## config.mk

```make
export PLATFORM = sky130hd
export DESIGN_NAME = p224mm_final
export DESIGN_NICKNAME = d
export VERILOG_FILES = /design/src/rtl/p224mm_pkg.sv /design/src/rtl/p224mm_final.sv
export SDC_FILE = /design/constraint.sdc
export NUM_CORES = 1
export LEC_CHECK = 0
export ABC_AREA = 0
export BUFFER_PORTS_ARGS = -buffer_cell sky130_fd_sc_hd__clkbuf_2
export CAP_MARGIN = 40
export CORE_MARGIN = 10
export CORE_UTILIZATION = 35
export DETAILED_ROUTE_END_ITERATION = 10
export PLACE_DENSITY = 0.63
export SLEW_MARGIN = 20
export SYNTH_ARGS = -nofsm -noshare
export SYNTH_HDL_FRONTEND = slang
export SYNTH_SLANG_ARGS = --single-unit
```

## constraint.sdc

```tcl
create_clock -name clock -period 3.25 [get_ports clock]
set_input_delay 0.4875 -clock clock [delete_from_list [all_inputs] [get_ports clock]]
set_output_delay 0.4875 -clock clock [all_outputs]
set_load 0.1 [all_outputs]
```

## src/rtl/p224mm_pkg.sv

```systemverilog
package p224mm_pkg;

   localparam int DigitW    = 32;
   localparam int NumDigits = 8;
   localparam int OperandW  = 224;
   localparam int OperandDigits = OperandW / DigitW;
   localparam int AccW      = 258;
   // Between digit steps the accumulator never exceeds this many bits.
   localparam int AccBound  = 226;

   localparam logic [OperandW-1:0] Prime =
      224'hFFFFFFFF_FFFFFFFF_FFFFFFFF_FFFFFFFF_00000000_00000000_00000001;

   typedef logic [OperandW-1:0] operand_type;
   typedef logic [AccW-1:0]     acc_type;

   typedef struct packed {
      logic [31:0] a_limb3;
      logic [63:0] a_limb2;
      logic [63:0] a_limb1;
      logic [63:0] a_limb0;
      logic [31:0] b_limb3;
      logic [63:0] b_limb2;
      logic [63:0] b_limb1;
      logic [63:0] b_limb0;
   } req_type;

   typedef struct packed {
      logic [31:0] product_limb3;
      logic [63:0] product_limb2;
      logic [63:0] product_limb1;
      logic [63:0] product_limb0;
   } rsp_type;

endpackage

```

## src/rtl/p224mm_final.sv

```systemverilog
module p224mm_final import p224mm_pkg::*; (
   input  logic    clock,
   input  logic    reset,
   input  logic    valid_in,
   input  acc_type acc_in,
   output logic    valid_out,
   output rsp_type rsp_out
);

   logic [AccW:0]     diff;
   logic [OperandW-1:0] result;
   logic              valid_ff;
   rsp_type           rsp_ff;

   assign diff   = {1'b0, acc_in} - (AccW+1)'(Prime);
   // A borrow means the accumulator was already below p.
   assign result = diff[AccW] ? acc_in[OperandW-1:0] : diff[OperandW-1:0];

   always_ff @(posedge clock) begin
      if (reset) begin
         valid_ff <= 1'b0;
      end else begin
         valid_ff <= valid_in;
      end
   end

   always_ff @(posedge clock) begin
      rsp_ff <= rsp_type'(result);
   end

   assign valid_out = valid_ff;
   assign rsp_out   = rsp_ff;

`ifndef NO_ASSERTIONS
   out_follows_in: assert property (@(posedge clock) disable iff (reset)
      valid_out |-> $past(valid_in))
      else $error("result word without a source");
`endif

endmodule

```

Yosys cells after proc, flatten, opt, wreduce, memory -nomap -nowiden
Cells that the tools add are included.
{"block": "op_classes", "add_sub_neg": 1, "mux": 1}
{"op": "$sub A258 B224 Y259 const B", "n": 1}
{"op": "$mux W224", "n": 1}
{"block": "word_totals", "regBits": 225, "in_bits": 261, "out_inout_bits": 225, "word_cells": 7}

Depth between registers and ports, before layout
Gate-level depths: netlist of run 1.
{"block": "depth", "depth_word": 2, "ltp_mapped": 10}

Least setup slack after synthesis of run 1
No wires, ideal clock.
{"block": "synth_path", "kind": "input-to-reg", "startpoint": "input port acc_in[72]", "endpoint": "register rsp_ff, in the netlist rsp_out[101]", "setup_time_ps": 118, "arrival_time_ps": 3008, "required_ps": 3132, "setup_slack_ps": 124, "path_stages": 8, "n_path_buf": 1, "cell_sequence": "or4_1 -> nor4_1 -> nor4b_2 -> nand4_1 -> o211a_1 -> clkbuf_1 -> and3_1 -> xor2_1"}
{"block": "synth_between", "elab_chain_len": 2}
{"item": "start: declaration", "line_no": "p224mm_final.sv:5", "text": "input acc_type acc_in,"}
{"item": "$sub A258 B224 Y259", "line_no": "p224mm_final.sv:15", "text": "assign diff = {1'b0, acc_in} - (AccW+1)'(Prime);"}
{"item": "$mux W224", "line_no": "p224mm_final.sv:17", "text": "assign result = diff[AccW] ? acc_in[OperandW-1:0] : diff[OperandW-1:0];"}
{"item": "via result[101]", "line_no": "p224mm_final.sv:11", "text": "logic [OperandW-1:0] result;"}
{"item": "end signal: assignment", "line_no": "p224mm_final.sv:28", "text": "rsp_ff <= rsp_type'(result);"}
{"item": "end: declaration", "line_no": "p224mm_final.sv:13", "text": "rsp_type rsp_ff;"}
The timed path passes the listed nets, and every way through them passes these cells.
A chain may end at the register's enable or synchronous reset.

Worst setup path in the final report of run 1
{"block": "layout_path", "startpoint": "input port acc_in[101]", "endpoint": "register rsp_ff, in the netlist rsp_out[196]"}
The elaborated chain is that of the path after synthesis.

==> Flow_metrics.wiki, run 1 <==
{| class="wikitable"
! Metric !! Value
|-
| Outcome || finished clean
|-
| Flip-flop and latch count after synthesis || 225
|-
| Data arrival time of the critical path || 3.22 ns
|-
| Pre-CTS setup slack || -0.1132 ns
|-
| Slew HR || between 50% and 60%
|-
| Share of flip-flops with an asynchronous set or reset after synthesis || 0%
|-
| Final count of negative-setup-slack endpoints || 0
|-
| Final hold viol count || 0
|-
| Post-synthesis cell area || 10610 um^2
|-
| First-pass GRT wire length || ~81 mm
|-
| Post-DP HPWL || between 40 and 50 mm
|-
| Floorplan die height || 194.1 um
|-
| Worst Setup Start Kind || primary input
|-
| Top-level I/O count || 486
|-
| Post-synthesis cell type count || 46
|-
| Synth Flop Type || dfxtp_1
|-
| Synthesized area divided by synthesized cell count || 8.756 um^2
|-
| Proportion of layout cells with a drive suffix above 1 || between 30 and 40%
|-
| Initial standard-cell utilization of the core || 35.62%
|-
| Final clock period utilization by the worst path || 87.27%
|-
| Area fraction of the dominant cell type after synthesis || 42.44%
|-
| Logic depth of the worst path, buffers included || 9
|-
| Worst-Margin Slew || 0.6587 ns
|-
| Global route overflow || 0
|-
| Worst hold path type || primary input to flip-flop
|-
| Number of levels the H-tree was split into || 1
|-
| DR iter-0 viols || between 800 and 900
|-
| Largest net degree at the start of global routing || 32
|-
| Crit path kind || primary input to flip-flop
|-
| CTS Root Cell || clkbuf_16
|-
| Max Fanout on Critical Path || 7
|-
| Number of warnings printed during yosys synthesis || 0
|-
| Fraction of the core area covered by cells at the end of the flow || 52.02%
|-
| Critical path data required time || 3.63 ns
|-
| Post-synthesis net count || 1474
|-
| Core area || 29800 um^2
|-
| Ratio of total power to cell area || 523.0 nW/um^2
|-
| Via count of the first global-routing pass || roughly 13000
|-
| Number of buffers added to fix hold violations after cts || 0
|-
| Sequential-to-total area share from yosys stat || about 42%
|-
| Clock-pin slew of the registers on the worst-case setup and hold paths || 0.06 ns
|-
| Global Route Usage Sum || 27.33%
|-
| Routed wire length per instance || ~24 um
|-
| Peak supply drop || 0.3970 mV
|-
| Cts bufs inserted || 26
|-
| CTS resizes || 0
|-
| Area Overhead vs Synth || 46.05%
|-
| Launch point of the critical path || acc_in[101]
|-
| Count of pins over their slew limit || 0
|-
| Final Routed Wirelength || between 50 and 60 mm
|-
| Number of standard cells in the final layout excluding fillers || approximately 2200
|-
| Residual DRC || 0
|-
| Area enclosed by the die boundary || 37690 um^2
|-
| Number of synthesized flops with an enable pin || 0
|-
| Number of antenna violations at the first check in global routing || 6
|-
| Post-route worst setup slack || 0.4136 ns
|-
| TritonCTS clock tree || built
|-
| # placed instances || 2198
|-
| Most repeated cell in the gate-level netlist after synthesis || dfxtp_1
|-
| Timing-limited maximum frequency || 0.3526 GHz
|-
| Count of standard-cell rows || between 60 and 70
|-
| Critical path's top delay family || simple AND/OR/NAND/NOR gates
|-
| Final weighted congestion in routability-driven placement || 0.9784
|-
| Critical path destination || rsp_out[196]
|-
| Critical-path cell with the highest stage delay || or4_1
|-
| Tmin final || ~2.8 ns
|-
| Max stage delay on crit path || 0.58 ns
|-
| Max-cap check violation count || 0
|-
| Remaining number of nets flagged by the antenna check after routing || 0
|-
| Count of buffering cells on the critical path with inverters included || 2
|-
| Endpoint kind of the worst setup timing path || flip-flop
|-
| Most area-consuming cells after synthesis || dfxtp_1 (42%), xor2_1 (9.4%), xnor2_1 (8.8%)
|-
| Total clock sinks || 225
|-
| Number of cells produced by synthesis || 1212
|-
| Detailed Routing Iterations Pass 1 || 7
|-
| Count of vias placed by the detailed router || 12142
|-
| Cell chain of the critical path || clkbuf_2 -> nand4_1 -> or4_1 -> or4_4 -> o31ai_4 -> nand2_1 -> buf_4 -> nor4_1 -> xor2_1
|-
| Clock Path Buffers || 3
|-
| Setup fix buffers added after clock tree synthesis || 0
|-
| Synth area leader || dfxtp_1
|-
| Count of nets after finishing || between 2000 and 2500
|-
| RSZ-0062 raised after global routing || false
|-
| Most frequent cells after synthesis || dfxtp_1 (225), xor2_1 (114), xnor2_1 (107)
|-
| Vias per std cell || about 5.4
|-
| Port Buffers || 485
|-
| Die width || 194.1 um
|-
| Filler cell count || 2928
|-
| Static leakage power || 0.006770 uW
|}
-- logic make-up after synthesis --
| group | count (synthesis) | share of synthesized area, % |
|---|---|---|
| simple gates | 705 | 36.15 |
| flops | 225 | 42.44 |
| xor+xnor | 221 | 18.24 |
| buf+inv | 47 | 1.969 |
| compound gates | 13 | 1.085 |
| fa+ha+maj | 1 | 0.1179 |
-- worst min path at each step --
stage                     start         to  slack (ns)  cells after the start
after global routing      reset  valid_out        0.10                      2
final                     reset  valid_out        0.09                      2
after floorplan           reset  valid_out        0.56                      1
after global placement    reset  valid_out        0.64                      2
after detailed placement  reset  valid_out        0.65                      2
after CTS                 reset  valid_out        0.08                      2
-- per-layer routing --
layer  global-route usage, %  routed length [um]  up-vias
li1                        -                   -     5680
met1                   29.72               19800     5691
met2                   49.35               27580      658
met3                   8.005                5043      109
met4                   9.398                1895        4
met5                       0                  27        -
-- stage by stage --
stage	cell area, um^2	hold slack, ns	setup TNS, ns	total power [uW]
finish	15500	0.09345	0	8106
global route	15500	0.1017	0	8343
CTS	15490	0.07747	0	8145
detailed placement	14550	0.6460	-2.292	4917
global placement	14550	0.6439	-0.6663	4912
floorplan	10610	0.5591	0	4319
-- cell type report --
class	instances	area, um^2	area share (%)
antenna	4	10.01	0.06458
clock buffer	35	745.7	4.811
clock inverter	12	197.7	1.275
inverter	16	60.06	0.3875
multi-input combinational	940	5926	38.23
sequential	225	4504	29.06
tap	390	488.0	3.148
timing repair buffer	627	3568	23.02
-- power breakdown --
part | leakage (uW) | switching, uW | internal (uW)
clock network | 0.000457 | 1240 | 2000
logic | 0.00441 | 1540 | 355
registers | 0.00190 | 57.2 | 2910
total | 0.00677 | 2830 | 5270
-- registers in the layout, summed over array words and instances (netlist names) --
signal     count
rsp_out      224
valid_out      1
-- cell usage in the layout, fill, tap and decap left out, drive strengths merged, types with 2 or more instances in the layout --
| cell type | count |
|---|---|
| a21oi | 2 |
| and2 | 9 |
| and3 | 27 |
| and4 | 19 |
| buf | 142 |
| bufinv | 5 |
| clkbuf | 520 |
| clkinv | 5 |
| clkinvlp | 2 |
| dfxtp | 225 |
| diode | 4 |
| inv | 16 |
| nand2 | 96 |
| nand2b | 3 |
| nand3 | 106 |
| nand4 | 103 |
| nand4b | 4 |
| nor2 | 100 |
| nor2b | 3 |
| nor3 | 85 |
| nor3b | 5 |
| nor4 | 84 |
| nor4b | 9 |
| nor4bb | 2 |
| o21ai | 3 |
| o31ai | 2 |
| or2 | 6 |
| or3 | 18 |
| or4 | 24 |
| xnor2 | 107 |
| xor2 | 114 |
Note: power is estimated with default switching activity, not from simulation.
==> inputs of run 2 (changes only) <==
CORE_AREA = 10 10 183 185   (was unset)
CORE_MARGIN = unset   (was 10)
CORE_UTILIZATION = unset   (was 35)
DIE_AREA = 0 0 193 195   (was unset)
PLACE_DENSITY = 0.64   (was 0.63)
==> run 2 against run 1 <==
Net effect:
- utilization decreased by 0.25 points
- global-route usage decreased by 0.22 points
- final area grew 0.29%
- largest cell class unchanged
==> Flow_metrics.wiki, run 2 (synthesis gave the netlist of run 1 again) <==
{| class="wikitable"
! Metric !! Value
|-
| Outcome || finished clean
|-
| TritonCTS clock tree || built
|-
| Clock-pin slew of the registers on the worst-case setup and hold paths || 0.06 ns (about the same)
|-
| Count of nets after finishing || 2104 (+0.29%)
|-
| Via count of the first global-routing pass || 12687 (+0.96%)
|-
| Setup fix buffers added after clock tree synthesis || 0 (unchanged)
|-
| Area Overhead vs Synth || 46.47%
|-
| Most common library cell in the layout ignoring fill and taps || clkbuf_2
|-
| Top library cells by usage in the layout, fill and taps aside || clkbuf_2 (485), dfxtp_1 (225), buf_4 (139)
|-
| Cts bufs inserted || 26 (unchanged)
|-
| Ratio of total power to cell area || 511.7 nW/um^2 (-2.2%)
|-
| Slew HR || 57.94% (+1.7 points)
|-
| Worst-Margin Slew || 0.6257 ns (-0.03304 ns)
|-
| Count of vias placed by the detailed router || 12260 (+0.97%)
|-
| Data arrival time of the critical path || 3.32 ns (+0.10 ns)
|-
| Final count of negative-setup-slack endpoints || 0 (unchanged)
|-
| Post-route worst setup slack || 0.4049 ns (-0.008742 ns)
|-
| Static leakage power || 0.006789 uW (+0.28%)
|-
| Critical-path cell with the highest stage delay || or4_1
|-
| Proportion of layout cells with a drive suffix above 1 || 37.22% (+0.075 points)
|-
| First-pass GRT wire length || 78.56 mm (-2.5%)
|-
| Number of buffers added to fix hold violations after cts || 0 (unchanged)
|-
| Global route overflow || 0 (unchanged)
|-
| Final weighted congestion in routability-driven placement || 1.002 (+2.4%)
|-
| Peak supply drop || 0.3472 mV (-13%)
|-
| Critical path data required time || 3.72 ns (+0.09 ns)
|-
| Clock Path Buffers || 3 (unchanged)
|-
| Residual DRC || 0 (unchanged)
|-
| Core area || 30030 um^2 (+0.78%)
|-
| Max-cap check violation count || 0 (unchanged)
|-
| Critical path destination || rsp_out[58]
|-
| Number of antenna violations at the first check in global routing || 11 (+5)
|-
| Worst hold path type || primary input to flip-flop
|-
| Floorplan die height || 195 um (+0.45%)
|-
| Port Buffers || 485 (unchanged)
|-
| Final clock period utilization by the worst path || 87.54% (+0.27 points)
|-
| Max reg flops || 224 (unchanged)
|-
| Remaining number of nets flagged by the antenna check after routing || 0 (unchanged)
|-
| Timing-limited maximum frequency || 0.3515 GHz (-0.31%)
|-
| CTS Root Cell || clkbuf_16
|-
| Endpoint kind of the worst setup timing path || flip-flop
|-
| Tmin final || 2.845 ns (+0.008742 ns)
|-
| Vias per std cell || 5.418 (+0.35%)
|-
| Count of pins over their slew limit || 0 (unchanged)
|-
| Post-DP HPWL || 45.26 mm (-0.35%)
|-
| CTS resizes || 0 (unchanged)
|-
| Initial standard-cell utilization of the core || 35.34% (-0.28 points)
|-
| Max Fanout on Critical Path || 23 (+16)
|-
| Final hold viol count || 0 (unchanged)
|-
| Pre-CTS setup slack || -0.1127 ns (+0.0004640 ns)
|-
| Die width || 193 um (-0.58%)
|-
| Setup total negative slack || 0 ns (unchanged)
|-
| Largest net degree at the start of global routing || 24 (-25%)
|-
| RSZ-0062 raised after global routing || false
|-
| Routed wire length per instance || 23.83 um (-1.4%)
|-
| Global Route Usage Sum || 27.11% (-0.22 points)
|-
| Top-level I/O count || 486 (unchanged)
|-
| Final Routed Wirelength || 53.93 mm (-0.76%)
|-
| Number of levels the H-tree was split into || 1 (unchanged)
|-
| Area enclosed by the die boundary || 37640 um^2 (-0.14%)
|-
| Detailed Routing Iterations Pass 1 || 5 (-2)
|-
| Count of standard-cell rows || 64 (+1.6%)
|-
| Cell chain of the critical path || clkbuf_2 -> nand4_1 -> or4_1 -> or4_4 -> or3_4 -> o21a_2 -> buf_12 -> nor4b_1 -> xor2_1
|-
| Worst Setup Start Kind || primary input
|-
| Launch point of the critical path || acc_in[101]
|-
| Total clock sinks || 225 (unchanged)
|-
| DR iter-0 viols || 914 (+9.1%)
|-
| Sum of internal, switching and leakage power || 7954 uW (-1.9%)
|-
| Crit path kind || primary input to flip-flop
|-
| Max stage delay on crit path || 0.59 ns (about the same)
|}
[run 2: changes by cell type in the layout (fill, tap and decap cells not counted), sizes merged]
| cell | delta |
|---|---|
| bufinv | -2 |
| buf | +6 |
| clkinv | -1 |
| diode | +1 |
| clkbuf | +4 |
[run 2: metal layers]
layer / track usage, % / part of all wire, %
met5: 0 / 0.15
met3: 7.502 / 9.9
met4: 12.48 / 4.5
met2: 47.95 / 50
met1: 29.20 / 36
[run 2: how the worst min path moves through the flow]
stage          startpoint        end  slack (ns)  cells after the start
2_1_floorplan       reset  valid_out        0.56                      1
3_3_place_gp        reset  valid_out        0.65                      2
3_5_place_dp        reset  valid_out        0.66                      2
4_1_cts             reset  valid_out        0.09                      2
5_1_grt             reset  valid_out         0.1                      2
6_report            reset  valid_out        0.11                      2
[run 2: cell type report]
type / instances / area [um^2]
Timing Repair Buffer: 633 / 3651
Antenna cell: 5 / 12.51
Tap cell: 396 / 495.5
Fill cell: 2955 / 14480
Inverter: 16 / 60.06
Clock buffer: 39 / 770.7
Multi-Input combinational cell: 940 / 5926
Clock inverter: 9 / 125.1
Sequential cell: 225 / 4504
[run 2: per-stage QoR]
stage               hold WS [ns]  cells  utilization (%)  cell area [um^2]
finish                    0.1111   2263            51.77             15540
global route             0.09962   2262            51.76             15540
CTS                      0.08964   2258            51.73             15530
detailed placement        0.6580   2210            48.74             14640
floorplan                 0.5591   1212                -             10610
global placement          0.6455   2210            48.74             14640
[run 2: critical path, delay by kind of cell]
kind	cells	cell delay (ns)
AOI/OAI and AO/OA	1	0.28
xor gates and xnor gates	1	0.18
and+or+nand+nor	5	2.09
buffers and inverters	2	0.26
[run 2: power breakdown]
group	switching (uW)	total [uW]	internal, uW
registers	55.8	2970	2910
clock network	1220	3090	1870
logic	1540	1900	358
